File: src/rtl/assert_macros.svh
// ----------------------------------------------------------------------------
// assert_macros.svh
// Assertion wrappers; define NO_ASSERTIONS to compile them out.
// ----------------------------------------------------------------------------
`ifndef ASSERT_MACROS_SVH
`define ASSERT_MACROS_SVH

`ifndef NO_ASSERTIONS
// clocked check, disabled while reset is asserted
`define ASSERT_RST(lbl, clk, rst_n, prop, msg) \
  lbl: assert property (@(posedge clk) disable iff (!rst_n) (prop)) else $error(msg);
// clocked check, active during reset too
`define ASSERT_ALWAYS(lbl, clk, prop, msg) \
  lbl: assert property (@(posedge clk) (prop)) else $error(msg);
`else
`define ASSERT_RST(lbl, clk, rst_n, prop, msg)
`define ASSERT_ALWAYS(lbl, clk, prop, msg)
`endif

`endif

File: src/rtl/swfr_pkg.sv
// ----------------------------------------------------------------------------
// swfr_pkg
// Shared types and constants of the stop-and-wait frame receiver.
// ----------------------------------------------------------------------------
package swfr_pkg;

  localparam int unsigned FRAME_DEPTH = 64;

  localparam logic [7:0] POLY_RESET = 8'h07;
  localparam logic [7:0] CRC_MSB    = 8'h80;

  // "FIN"
  localparam logic [7:0] FIN_F = 8'h46;
  localparam logic [7:0] FIN_I = 8'h49;
  localparam logic [7:0] FIN_N = 8'h4E;

  localparam logic RK_PAYLOAD = 1'b0;
  localparam logic RK_ACK     = 1'b1;

  typedef struct packed {
    logic [7:0] frame_byte;
    logic       frame_end;
  } in_t;

  typedef struct packed {
    logic       result_kind;
    logic [7:0] payload_byte;
    logic [7:0] ack_seq;
    logic       from_name_frame;
    logic       end_of_transfer;
    logic       last_of_run;
  } out_t;

  // expected character of "FIN" after p matched characters
  function automatic logic [7:0] fin_char(logic [1:0] p);
    logic [7:0] c;
    case (p)
      2'd0:    c = FIN_F;
      2'd1:    c = FIN_I;
      2'd2:    c = FIN_N;
      default: c = 8'h00;
    endcase
    return c;
  endfunction

endpackage

File: src/rtl/swfr_crc.sv
// ----------------------------------------------------------------------------
// swfr_crc
// Folds one byte into the 8-bit CRC remainder, MSB first.
// ----------------------------------------------------------------------------
module swfr_crc (
  input  logic [7:0] rem_i,
  input  logic [7:0] byte_i,
  input  logic [7:0] poly_i,
  output logic [7:0] rem_o
);

  always_comb begin
    logic [7:0] r;
    r = rem_i ^ byte_i;
    for (int k = 0; k < 8; k++) begin
      if ((r & swfr_pkg::CRC_MSB) != 8'h00) begin
        r = r ^ poly_i;
      end
      r = {r[6:0], 1'b0};
    end
    rem_o = r;
  end

endmodule

File: src/rtl/swfr_store.sv
// ----------------------------------------------------------------------------
// swfr_store
// Frame byte store: one write port, one registered read port.
// ----------------------------------------------------------------------------
module swfr_store #(
  parameter int unsigned Depth = swfr_pkg::FRAME_DEPTH
) (
  input  logic                     clk_i,
  input  logic                     we_i,
  input  logic [$clog2(Depth)-1:0] waddr_i,
  input  logic [7:0]               wdata_i,
  input  logic                     re_i,
  input  logic [$clog2(Depth)-1:0] raddr_i,
  output logic [7:0]               rdata_o
);

  logic [7:0] mem_q [Depth];
  logic [7:0] rdata_q;

  always_ff @(posedge clk_i) begin
    if (we_i) begin
      mem_q[waddr_i] <= wdata_i;
    end
  end

  // read data holds until the next read
  always_ff @(posedge clk_i) begin
    if (re_i) begin
      rdata_q <= mem_q[raddr_i];
    end
  end

  assign rdata_o = rdata_q;

endmodule

File: src/rtl/stop_and_wait_frame_receiver.sv
// ----------------------------------------------------------------------------
// stop_and_wait_frame_receiver
// Checks CRC-8 framed bytes and replays good frames as payload words + ack.
// ----------------------------------------------------------------------------
// Input channel (in_valid_i / in_stall_o / in_word_i): one frame byte per
// word, frame_end set on the sequence byte. The byte before it is the CRC.
// Output channel (out_valid_o / out_stall_i / out_word_o): result words;
// each good frame yields its bytes before the CRC, then one acknowledgement
// with last_of_run set. The first good frame is the file name frame; a later
// good frame holding "FIN" yields only an ack with end_of_transfer set, after
// which all input is taken and ignored until reset.
// Throughput: bytes before the frame end are taken one per cycle. After a
// good frame end the input stalls while the frame is replayed from the
// store: a store read, then an output load for each payload word, then the
// ack. The output register holds a stalled word; the replay waits on it.
// Order: after the frame end is taken, the first result word is loaded in
// S_LOAD after S_FETCH; a frame that yields only an ack goes to S_ACK.
// Configuration: cfg_we_i writes crc_poly (reset 8'h07); the user writes it
// only while idle, and the block itself does not enforce this.
// Reset clears all control state; the store needs no clearing pass.
// ----------------------------------------------------------------------------
`include "assert_macros.svh"

module stop_and_wait_frame_receiver #(
  parameter int unsigned FRAME_DEPTH = swfr_pkg::FRAME_DEPTH
) (
  input  logic            clk_i,
  input  logic            rst_ni,
  input  logic            cfg_we_i,
  input  logic [7:0]      cfg_wdata_i,
  input  logic            in_valid_i,
  output logic            in_stall_o,
  input  swfr_pkg::in_t   in_word_i,
  output logic            out_valid_o,
  input  logic            out_stall_i,
  output swfr_pkg::out_t  out_word_o
);

  localparam int unsigned AW = $clog2(FRAME_DEPTH);
  // store holds at most FRAME_DEPTH-1 bytes; the sequence byte is not kept
  localparam logic [AW-1:0] LAST_SLOT = AW'(FRAME_DEPTH - 1);

  // transfer phase
  typedef enum logic [2:0] {
    PH_NAME = 3'b001,
    PH_DATA = 3'b010,
    PH_DONE = 3'b100
  } phase_e;

  // replay sequencer
  typedef enum logic [3:0] {
    S_RECV  = 4'b0001,
    S_FETCH = 4'b0010,
    S_LOAD  = 4'b0100,
    S_ACK   = 4'b1000
  } seq_e;

  seq_e           st_q, st_d;
  phase_e         phase_q, phase_d;
  logic [7:0]     poly_q;
  logic [7:0]     crc_q, crc_d, crc_fold;
  logic [AW-1:0]  cnt_q, cnt_d;
  logic           ovf_q, ovf_d;
  logic [1:0]     finp_q, finp_d;
  logic           fin_q, fin_d;
  logic           zero_q, zero_d;
  logic [7:0]     seq_q, seq_d;
  logic           name_q, name_d;
  logic           eot_q, eot_d;
  logic [AW-1:0]  pay_q, pay_d;
  logic [AW-1:0]  rd_idx_q, rd_idx_d;
  logic           out_valid_q, out_valid_d;
  swfr_pkg::out_t out_q, out_d;

  // FIN scan result for the incoming byte
  logic [1:0]     finp_n;
  logic           fin_n, zero_n;

  logic           acc, active, out_free, good;
  logic           mem_we, mem_re;
  logic [7:0]     rd_data;

  assign in_stall_o  = (st_q != S_RECV);
  assign acc         = in_valid_i && !in_stall_o;
  assign active      = (phase_q == PH_NAME) || (phase_q == PH_DATA);
  assign out_free    = !out_valid_q || !out_stall_i;
  assign out_valid_o = out_valid_q;
  assign out_word_o  = out_q;

  swfr_crc u_crc (
    .rem_i  (crc_q),
    .byte_i (in_word_i.frame_byte),
    .poly_i (poly_q),
    .rem_o  (crc_fold)
  );

  swfr_store #(
    .Depth (FRAME_DEPTH)
  ) u_store (
    .clk_i   (clk_i),
    .we_i    (mem_we),
    .waddr_i (cnt_q),
    .wdata_i (in_word_i.frame_byte),
    .re_i    (mem_re),
    .raddr_i (rd_idx_q),
    .rdata_o (rd_data)
  );

  // "FIN" search, stops at the first zero byte or at a match
  always_comb begin
    finp_n = finp_q;
    fin_n  = fin_q;
    zero_n = zero_q;
    if (!(zero_q || fin_q)) begin
      if (in_word_i.frame_byte == 8'h00) begin
        zero_n = 1'b1;
      end else if (in_word_i.frame_byte == swfr_pkg::fin_char(finp_q)) begin
        if (finp_q == 2'd2) begin
          fin_n  = 1'b1;
          finp_n = 2'd0;
        end else begin
          finp_n = finp_q + 2'd1;
        end
      end else begin
        finp_n = (in_word_i.frame_byte == swfr_pkg::FIN_F) ? 2'd1 : 2'd0;
      end
    end
  end

  assign good = !ovf_q && (cnt_q != '0) && (crc_q == 8'h00);

  always_comb begin
    st_d        = st_q;
    phase_d     = phase_q;
    crc_d       = crc_q;
    cnt_d       = cnt_q;
    ovf_d       = ovf_q;
    finp_d      = finp_q;
    fin_d       = fin_q;
    zero_d      = zero_q;
    seq_d       = seq_q;
    name_d      = name_q;
    eot_d       = eot_q;
    pay_d       = pay_q;
    rd_idx_d    = rd_idx_q;
    out_valid_d = out_valid_q && out_stall_i;
    out_d       = out_q;
    mem_we      = 1'b0;
    mem_re      = 1'b0;

    case (st_q)
      S_RECV: begin
        if (acc && active) begin
          finp_d = finp_n;
          fin_d  = fin_n;
          zero_d = zero_n;
          if (!in_word_i.frame_end) begin
            crc_d = crc_fold;
            if (cnt_q < LAST_SLOT) begin
              mem_we = 1'b1;
              cnt_d  = cnt_q + 1'b1;
            end else begin
              ovf_d = 1'b1;
            end
          end else begin
            // frame end: clear per-frame state whatever the outcome
            crc_d  = 8'h00;
            cnt_d  = '0;
            ovf_d  = 1'b0;
            finp_d = 2'd0;
            fin_d  = 1'b0;
            zero_d = 1'b0;
            if (good) begin
              seq_d    = in_word_i.frame_byte;
              name_d   = (phase_q == PH_NAME);
              rd_idx_d = '0;
              pay_d    = cnt_q - 1'b1;
              if ((phase_q != PH_NAME) && fin_n) begin
                eot_d = 1'b1;
                st_d  = S_ACK;
              end else begin
                eot_d = 1'b0;
                st_d  = (cnt_q == AW'(1)) ? S_ACK : S_FETCH;
              end
            end
          end
        end
      end
      S_FETCH: begin
        mem_re = 1'b1;
        st_d   = S_LOAD;
      end
      S_LOAD: begin
        if (out_free) begin
          out_valid_d           = 1'b1;
          out_d.result_kind     = swfr_pkg::RK_PAYLOAD;
          out_d.payload_byte    = rd_data;
          out_d.ack_seq         = 8'h00;
          out_d.from_name_frame = name_q;
          out_d.end_of_transfer = 1'b0;
          out_d.last_of_run     = 1'b0;
          rd_idx_d              = rd_idx_q + 1'b1;
          st_d = (AW'(rd_idx_q + 1'b1) == pay_q) ? S_ACK : S_FETCH;
        end
      end
      S_ACK: begin
        if (out_free) begin
          out_valid_d           = 1'b1;
          out_d.result_kind     = swfr_pkg::RK_ACK;
          out_d.payload_byte    = 8'h00;
          out_d.ack_seq         = seq_q;
          out_d.from_name_frame = name_q;
          out_d.end_of_transfer = eot_q;
          out_d.last_of_run     = 1'b1;
          phase_d               = eot_q ? PH_DONE : PH_DATA;
          st_d                  = S_RECV;
        end
      end
      default: begin
        st_d = S_RECV;
      end
    endcase
  end

  // control state
  always_ff @(posedge clk_i or negedge rst_ni) begin
    if (!rst_ni) begin
      st_q        <= S_RECV;
      phase_q     <= PH_NAME;
      poly_q      <= swfr_pkg::POLY_RESET;
      crc_q       <= 8'h00;
      cnt_q       <= '0;
      ovf_q       <= 1'b0;
      finp_q      <= 2'd0;
      fin_q       <= 1'b0;
      zero_q      <= 1'b0;
      eot_q       <= 1'b0;
      pay_q       <= '0;
      rd_idx_q    <= '0;
      out_valid_q <= 1'b0;
    end else begin
      st_q        <= st_d;
      phase_q     <= phase_d;
      if (cfg_we_i) begin
        poly_q <= cfg_wdata_i;
      end
      crc_q       <= crc_d;
      cnt_q       <= cnt_d;
      ovf_q       <= ovf_d;
      finp_q      <= finp_d;
      fin_q       <= fin_d;
      zero_q      <= zero_d;
      eot_q       <= eot_d;
      pay_q       <= pay_d;
      rd_idx_q    <= rd_idx_d;
      out_valid_q <= out_valid_d;
    end
  end

  // payload registers
  always_ff @(posedge clk_i) begin
    seq_q  <= seq_d;
    name_q <= name_d;
    out_q  <= out_d;
  end

  // store is written only while receiving, read only while replaying
  `ASSERT_RST(a_store_excl, clk_i, rst_ni, !(mem_we && (st_q != S_RECV)), "store write in replay")
  `ASSERT_RST(a_rd_range, clk_i, rst_ni, (st_q == S_FETCH) |-> (rd_idx_q < pay_q), "read past frame")
  `ASSERT_RST(a_done_sticky, clk_i, rst_ni, (phase_q == PH_DONE) |=> (phase_q == PH_DONE), "left done")
  `ASSERT_RST(a_last_is_ack, clk_i, rst_ni,
              out_valid_o |-> (out_word_o.last_of_run == out_word_o.result_kind), "last not ack")

endmodule
File: config.mk
export PLATFORM = sky130hd
export DESIGN_NAME = stop_and_wait_frame_receiver
export DESIGN_NICKNAME = d
export VERILOG_FILES = /design/src/rtl/swfr_pkg.sv /design/src/rtl/swfr_crc.sv /design/src/rtl/swfr_store.sv /design/src/rtl/stop_and_wait_frame_receiver.sv
export VERILOG_INCLUDE_DIRS = /design/src /design/src/rtl
export SDC_FILE = /design/constraint.sdc
export NUM_CORES = 1
export LEC_CHECK = 0
export ABC_CLOCK_PERIOD_IN_PS = 4500
export BUFFER_PORTS_ARGS = -buffer_cell sky130_fd_sc_hd__buf_2
export CORE_MARGIN = 2
export CORE_UTILIZATION = 23
export DETAILED_ROUTE_END_ITERATION = 8
export SYNTH_ARGS = -nofsm -noshare
export SYNTH_HDL_FRONTEND = slang
export SYNTH_SLANG_ARGS = --single-unit
File: constraint.sdc
create_clock -name clk_i -period 4.5 [get_ports clk_i]
set_input_delay 0.45 -clock clk_i [delete_from_list [all_inputs] [get_ports clk_i]]
set_output_delay 0.45 -clock clk_i [all_outputs]
set_load 0.01 [all_outputs]
==> results of run 1 <==
final cells by class:
type / count / area (sq um)
clock buffer: 70 / 1530
inverter: 12 / 45.0
tap: 1403 / 1760
multi-input combinational: 662 / 6910
clock inverter: 38 / 547
antenna: 1 / 2.50
timing repair buffer: 86 / 593
fill: 10500 / 78100
sequential: 594 / 17600
logic make-up after synthesis:
logic type | Yosys count | share of synthesized area [%]
AOI/OAI and AO/OA | 131 | 3.43
xor gates and xnor gates | 63 | 2.76
adders and majority gates | 11 | 0.555
buffers and inverters | 80 | 1.31
DFF | 594 | 71.0
muxes | 177 | 15.6
and+or+nand+nor | 280 | 5.32
layout by cell type (no fill, tap or decap), types with 18 or more instances in the layout:
master and n:
xnor2_1 35, nor2_1 97, o21ai_0 39, xor2_1 18, nand3_1 27, buf_4 39
edfxtp_1 548, mux4_2 168, buf_2 42, nand2_1 72, dfrtp_1 38, clkbuf_16 58
a21oi_1 31
power by group through the flow:
stage	Combinational [uW]	Clock (uW)	Sequential, uW
CTS	703	5310	6040
detailed placement	700	0	6160
floorplan	469	0	6150
global route	762	5520	6040
finish	700	5220	6040
global placement	682	0	6160
what timing repair did:
item                                   in CTS  in global routing
hold buffers                                1                  0
buffers inserted                            0                  0
endpoints found under the hold margin      41                  0
setup endpoints to repair                   0                  5
resized for setup                           0                  1
worst paths after layout:
path | depth (start not counted) | startpoint | end
max | 13 | crc_q[7] | crc_q[4]
min | 3 | cfg_wdata_i[3] | poly_q[3]
max reg2reg | 13 | crc_q[7] | crc_q[4]
min reg2reg | 0 | name_q | out_word_o[2]
max in group asynchronous | 3 | rst_ni | rd_idx_q[0]
min in group asynchronous | 3 | rst_ni | poly_q[5]
critical path: stages (launching register included):
cell       delay [ns]
dfrtp_1          0.47
xnor2_1          0.49
o21ai_0          0.28
buf_4            0.22
o2111ai_1        0.09
a21oi_1          0.13
nor4_1           0.64
o221ai_1         0.24
o2111ai_1        0.21
xnor3_1          0.35
nand2_1          0.12
xnor3_1          0.32
xnor2_1          0.14
a22o_1           0.19
per-layer routing:
metal,part of all wire (%),vias to the layer above
li1,-,5560
met1,42,6786
met2,51,422
met3,4.9,83
met4,1.8,0
met5,0,-
flip-flops by register name, summed over array words and instances (netlist names):
signal,count
st_q,4
phase_q,3
eot_q,1
u_store.mem_q,512
crc_q,7
out_word_o,19
seq_q,8
finp_q,2
zero_q,1
cnt_q,6
poly_q,7
u_store.rdata_o,8
ovf_q,1
rd_idx_q,6
pay_q,6
out_valid_o,1
fin_q,1
name_q,1
through the flow:
stage                     cell area [sq um]  hold WS (ns)  total power, uW  setup slack (ns)
after global placement                26900         0.417             6840             0.314
after detailed placement              26900         0.426             6860             0.212
after floorplan                       24800         0.154             6620             0.722
final                                 29000        0.0430            12000             0.485
after global routing                  29000        0.0418            12300            0.0218
after CTS                             29000        0.0128            12100             0.467
==> results.toml, run 1 <==
[run_status]
status = "completed"

[yosys]
yosysTopAreaCell = "edfxtp_1"
synth_nets = 1369
seq_area_frac_synth_pct = 71.0
synth.distinct_cells = 74
avgSynthCellArea_sq_um = 18.6
ys_top_cells_by_count = "548 x edfxtp_1, 168 x mux4_2, 97 x nor2_1"
syn_inst = 1336
synth.most_common_cell = "edfxtp_1"
async_reset_ff_share_pct = 7.74
netlist.area_leader.share_pct = 66.3
ys_top_cells_by_area = "edfxtp_1 66%, mux4_2 15%, dfrtp_1 4.1%, nor2_1 1.5%, xnor2_1 1.2%"
ys_ff_latch = 594
syn_area_sq_mm = 0.0248
ys.warnings.count = 0
synth_enable_flop_cells = 548
synthFlopType = "edfxtp_1"

[clocking]
cts_tree = "yes"
htree_levels = 2
clock_path_buffers = 3
cts_buffers = 57
cts.sinks = 594
cts_root_buf = "clkbuf_16"
clk_pin_slew_ns = 0.06
worstSkewPairLatency_ns = 0.62

[floorplan]
rows = 120
core_sq_mm = 0.107
pin_count = 44
die-area_sq_mm = 0.111
die_w_um = 332
die_h_um = 332
initial_core_util_pct = 23.2

[sta]
setup_viol = 0
fin_setup_tns_ns = 0
rsz0062_at_grt = "no"
maxSlewHeadroom_pct = 24.0
min_period_ns = 4.02
fin_crit_sh_pct = 89.2
final-max-slew-violation-count = 0
tightest_slew_ns = 1.14
hold_viol = 0
fmax_mhz = 249
skew_ns = 0.0299

[grt]
grt_overflow = 0
grt.busiest_layer = "met2"
grt_use_total_pct = 10.6
grt_pass1_vias = 13300
grt_util_met1_pct = 13.9
grtUsageMet2_pct = 18.5
met3_usage_pct = 1.57
antenna_found_initial = 1
grt_max_degree = 69
grt_pass1_wl_um = 88400

[cells_and_area]
drive_gt1_share_pct = 26.0
fin_cells = 2866
fin_nets = 1446
areaGrowthSynthToFinish_pct = 16.8
final_util_pct = 27.1

[critical_path]
cp.arrival_ns = 4.52
worstSetupEndpointType = "register"
critPathKind = "register to register"
crit_path_start_kind = "register"
regToRegSetupSlack_ns = 0.48
critPathRequiredTime_ns = 5.00
cp_max_fo = 6

[power_and_ir_drop]
seqPwrFrac_pct = 50.5
powerDensity_mw_per_mm2 = 412
pwr-share-clk_pct = 43.6
netSwitchingPower_uw = 2520
p_int_uw = 9440
swShare_pct = 21.0
combPwrFrac_pct = 5.9
irDropWorstVdd_uv = 295
leakagePower_uw = 0.00891

[detailed_routing]
drc_errors = 0
vias = 12900
first_iter_violations = 1330
antenna_left = 0
totalWireLength_um = 59100
via_per_inst = 4.48
dr.pass1.iters = 5
routedWlPerCell_um = 20.6

[placement]
dp_hpwl_um = 38700
port_buffers = 42
dp_cells = 2756
gp_congestion = 0.775

[job]
max_cap_viol_count = 0

[min_path]
holdCritPathClass = "primary input to register"
No activity file was read; power rests on OpenSTA's default activity.
==> inputs of run 2 (changes only) <==
==> constraint.sdc (replaced) <==
create_clock -name clk_i -period 4.5 [get_ports clk_i]
set_input_delay 0.9 -clock clk_i [delete_from_list [all_inputs] [get_ports clk_i]]
set_output_delay 0.9 -clock clk_i [all_outputs]
set_load 0.01 [all_outputs]
==> results.toml, run 2 (synthesized netlist as in run 1, its figures left out) <==
[run_status]
status = "completed"

[placement]
dpl_cell_area_sq_mm = 0.0270
dp_hpwl_um = 38300
port_buffers = 42
gp_congestion = 0.780

[floorplan]
die_w_um = 332
initial_core_util_pct = 23.2
die-area_sq_mm = 0.111
core_sq_mm = 0.107
pin_count = 44
rows = 120
die_h_um = 332

[critical_path]
ff2ff_path_depth = 12
crit_path_start_kind = "register"
critPathRequiredTime_ns = 5.00
regToRegSetupSlack_ns = 0.46
worstSetupEndpointType = "register"
critPathKind = "register to register"
timing.rr.end = "crc_q[4]"
reg2reg_from = "poly_q[5]"
cp.arrival_ns = 4.55
cp_max_fo = 17

[grt]
grt_use_total_pct = 10.5
grt_max_degree = 69
grt_overflow = 0
antenna_found_initial = 5
grt_pass1_wl_um = 86800
grt_pass1_vias = 13000

[detailed_routing]
totalWireLength_um = 58900
antenna_left = 0
via_per_inst = 4.44
vias = 12700
first_iter_violations = 1284
drc_errors = 0
routedWlPerCell_um = 20.5
dr.pass1.iters = 5

[cells_and_area]
regMostFlops = "u_store.mem_q"
layout_commonest_cell = "edfxtp_1"
final_cell_mix = "548 x edfxtp_1, 168 x mux4_2, 97 x nor2_1"
layout.filler_cells = 10600
areaGrowthSynthToFinish_pct = 16.4
drive_gt1_share_pct = 25.8
final_area_sq_mm = 0.0289
fin_nets = 1455
largest_register_ffs = 512
final_util_pct = 27.0
diodes = 0

[power_and_ir_drop]
power_uw = 11600
powerDensity_mw_per_mm2 = 400
irDropWorstVdd_uv = 350
leakagePower_uw = 0.00886

[clocking]
worstSkewPairLatency_ns = 0.64
cts_buffers = 56
htree_levels = 2
cts_tree = "yes"
post-cts-setup-buffers = 0
cts.sinks = 594
post_cts_resized = 0
clk_pin_slew_ns = 0.06
cts_hold_buf = 0
cts_root_buf = "clkbuf_16"
clock_path_buffers = 3

[sta]
tightest_slew_ns = 1.12
fin_setup_tns_ns = 0
skew_ns = 0.0509
fin_crit_sh_pct = 89.9
setup_viol = 0
final-max-slew-violation-count = 0
fmax_mhz = 247
min_period_ns = 4.04
rsz0062_at_grt = "no"
whs_ns = 0.289
hold_viol = 0
maxSlewHeadroom_pct = 25.6

[job]
max_cap_viol_count = 0

[min_path]
holdCritPathClass = "primary input to async pin"
[run 2: cell count changes in the layout (fill, tap and decap cells not counted), moves of 2 or more]
| cell | previous run | this run |
|---|---|---|
| clkbuf_1 | 9 | 5 |
| bufinv_16 | 12 | 7 |
| clkinv_1 | 6 | 15 |
| clkbuf_8 | 3 | 1 |
| clkinv_2 | 13 | 8 |
| buf_4 | 39 | 49 |
[run 2: worst max-delay path: stages, from the launching register on]
cell	delay [ns]
dfrtp_1	0.75
a21oi_1	0.31
o21ai_1	0.36
a211oi_1	0.16
buf_4	0.17
o31ai_1	0.43
nand2_1	0.24
o2111ai_1	0.37
xnor3_1	0.35
nand2_1	0.12
xnor3_1	0.32
xnor2_1	0.16
a22o_1	0.20
[run 2: worst max path at each step]
stage / start / end / slack (ns)
final: poly_q[5] / crc_q[4] / 0.46
after global routing: crc_q[7] / crc_q[4] / 0.29
after CTS: crc_q[7] / crc_q[4] / 0.50
after detailed placement: in_word_i[8] / crc_q[4] / -0.11
after global placement: in_word_i[8] / crc_q[4] / 0.07
after floorplan: in_word_i[7] / crc_q[4] / 0.27
[run 2: power breakdown]
part | switching, uW | internal [uW]
logic | 413 | 313
registers | 14.9 | 6030
clock network | 2050 | 2740
total | 2480 | 9080
[run 2: final cells by class]
class                           instances  area, sq um  share of cell area (%)
Timing Repair Buffer                   96          678                    2.35
Clock buffer                           63         1460                    5.05
Inverter                               12         45.0                   0.156
Multi-Input combinational cell        662         6900                    23.9
Clock inverter                         38          414                    1.43
Sequential cell                       594        17600                    61.0
Tap cell                             1403         1760                    6.08
[run 2: layer usage]
| layer | vias to the layer above | wire length [um] | share of wire, % | GRT usage (%) |
|---|---|---|---|---|
| li1 | 5571 | - | - | - |
| met1 | 6703 | 24500 | 42 | 13.6 |
| met2 | 386 | 29200 | 50 | 17.5 |
| met3 | 84 | 3470 | 5.9 | 1.98 |
| met4 | 2 | 1700 | 2.9 | 3.64 |
| met5 | - | 11 | 0.019 | 0 |
[run 2: metrics by stage]
stage | setup slack [ns] | instances
2_1_floorplan | 0.272 | 1336
3_3_place_gp | 0.0689 | 2767
3_5_place_dp | -0.109 | 2767
4_1_cts | 0.500 | 2868
5_1_grt | 0.292 | 2868
6_report | 0.456 | 2868
==> inputs of run 3 (changes only) <==
--- a/config.mk
+++ b/config.mk
@@ -8,6 +8,7 @@
 export LEC_CHECK = 0
 export ABC_CLOCK_PERIOD_IN_PS = 4500
 export BUFFER_PORTS_ARGS = -buffer_cell sky130_fd_sc_hd__buf_2
+export CORE_ASPECT_RATIO = 0.8
 export CORE_MARGIN = 2
 export CORE_UTILIZATION = 23
 export DETAILED_ROUTE_END_ITERATION = 8
==> results.toml, run 3 (synthesized netlist as in run 1, its figures left out) <==
[run_status]
status = "completed"

[floorplan]
die_w_um = 371
die-area_sq_mm = 0.111
rows = 107
core_sq_mm = 0.107
die_h_um = 298
initial_core_util_pct = 23.3
pin_count = 44

[placement]
post-place-ws_ns = 0.0920
dpl_cell_area_sq_mm = 0.0270
port_buffers = 42
dp_hpwl_um = 37700
gp_congestion = 0.829

[cells_and_area]
regArea_sq_mm = 0.0176
fin_nets = 1464
final_area_sq_mm = 0.0288
areaGrowthSynthToFinish_pct = 16.2
multi_input_area_sq_mm = 0.00689
regMostFlops = "u_store.mem_q"
largest_register_ffs = 512
drive_gt1_share_pct = 26.5
layout_commonest_cell = "edfxtp_1"
diodes = 0
layout.filler_cells = 10500
final_cell_mix = "548 x edfxtp_1, 168 x mux4_2, 97 x nor2_1"

[sta]
tightest_slew_ns = 1.15
fmax_mhz = 254
skew_ns = 0.0209
setup_viol = 0
fin_crit_sh_pct = 87.5
setup_ws_ns = 0.563
hold_viol = 0
final-max-slew-violation-count = 0
maxSlewHeadroom_pct = 23.2
min_period_ns = 3.94
rsz0062_at_grt = "no"
fin_setup_tns_ns = 0

[power_and_ir_drop]
leakagePower_uw = 0.00885
irDropWorstVdd_uv = 303
powerDensity_mw_per_mm2 = 396

[min_path]
min_from = "name_q"
holdCritPathClass = "register to register"

[detailed_routing]
totalWireLength_um = 57800
vias = 12800
via_per_inst = 4.44
first_iter_violations = 1188
dr.pass1.iters = 5
antenna_left = 0
routedWlPerCell_um = 20.0
drc_errors = 0

[clocking]
worstSkewPairLatency_ns = 0.62
cts_buffers = 57
clk_pin_slew_ns = 0.06
clock_path_buffers = 3
post_cts_resized = 0
cts_hold_buf = 0
post-cts-setup-buffers = 0
cts_root_buf = "clkbuf_16"
cts.sinks = 594
htree_levels = 2
cts_tree = "yes"

[grt]
antenna_found_initial = 6
grt_pass1_wl_um = 86100
grt_pass1_vias = 13000
grt_use_total_pct = 10.3
grt_max_degree = 69
grt_overflow = 0

[critical_path]
path_delay_family = "compound AO/OA/AOI/OAI gates"
cp.arrival_ns = 4.43
critPathRequiredTime_ns = 5.00
endpoint = "crc_q[4]"
crit_chain = "xor2_4, xnor2_2, o311ai_0, a211oi_1, a21oi_1, o221ai_1, o2111ai_1, xnor3_1, nand2_1, xnor3_1, xnor2_1, a22o_1"
timing.rr.end = "crc_q[4]"
crit_path_frequent_cell = "xnor3_1"
crit_buf_inv = 0
critical_path_cell_count = 12
reg2reg_from = "crc_q[7]"
cp_max_fo = 9
regToRegSetupSlack_ns = 0.56
worstSetupEndpointType = "register"
critPathSlowestCell = "a21oi_1"
critPathLaunch = "crc_q[7]"
ff2ff_path_depth = 12
crit_path_start_kind = "register"
critPathKind = "register to register"
slowest_delay_ns = 0.55

[job]
max_cap_viol_count = 0
run 3: cell count changes in the layout (fill, tap and decap cells not counted), moves of 2 or more:
cell        change
clkinvlp_4      +3
bufinv_16       -3
buf_4          +10
clkinv_16       -2
buf_12          -2
inv_6           +3
clkinv_1        -2
clkinv_2        +6
run 3: worst min path at each step:
stage	to	slack [ns]	cells past startpoint
final	out_word_o[2]	0.43	0
after global routing	out_word_o[2]	0.44	0
after CTS	out_word_o[2]	0.43	0
after detailed placement	out_word_o[2]	0.42	0
after global placement	out_word_o[2]	0.42	0
after floorplan	out_word_o[2]	0.40	0
run 3: worst reg2reg max path, cell delays in order (launching register included):
cell and delay [ns]:
dfrtp_1 0.54, xor2_4 0.31, xnor2_2 0.20, o311ai_0 0.52, a211oi_1 0.12, a21oi_1 0.55
o221ai_1 0.23, o2111ai_1 0.22, xnor3_1 0.36, nand2_1 0.13, xnor3_1 0.32, xnor2_1 0.14
a22o_1 0.20
run 3: power by group:
part           total (uW)  leakage, uW  switching (uW)  internal, uW
clock                4620     0.000865            2060          2560
sequential           6050      0.00549            15.9          6030
combinational         756      0.00249             418           338
total               11400      0.00885            2500          8920
run 3: layout make-up:
| class | count | share of cell area (%) |
|---|---|---|
| Clock buffer | 63 | 5.02 |
| Clock inverter | 44 | 1.18 |
| Inverter | 12 | 0.156 |
| Multi-Input combinational cell | 662 | 23.9 |
| Sequential cell | 594 | 61.1 |
| Tap cell | 1417 | 6.15 |
| Timing Repair Buffer | 104 | 2.47 |
run 3: per-layer routing:
layer  up-vias  global-route usage [%]  wire length, um
met1      6718                    14.5            25500
met4         4                    2.46             1260
li1       5597                       -                -
met5         -                       0               27
met2       449                    15.8            26400
met3        81                    2.73             4590
run 3: through the flow:
step	std cells	utilization [%]	hold WS [ns]	total power [uW]
final	2896	27.0	0.431	11400
after global routing	2896	27.0	0.445	11800
after CTS	2896	27.0	0.431	11500
after detailed placement	2789	25.3	0.418	6920
after global placement	2789	25.3	0.417	6900
after floorplan	1336	-	0.400	6620
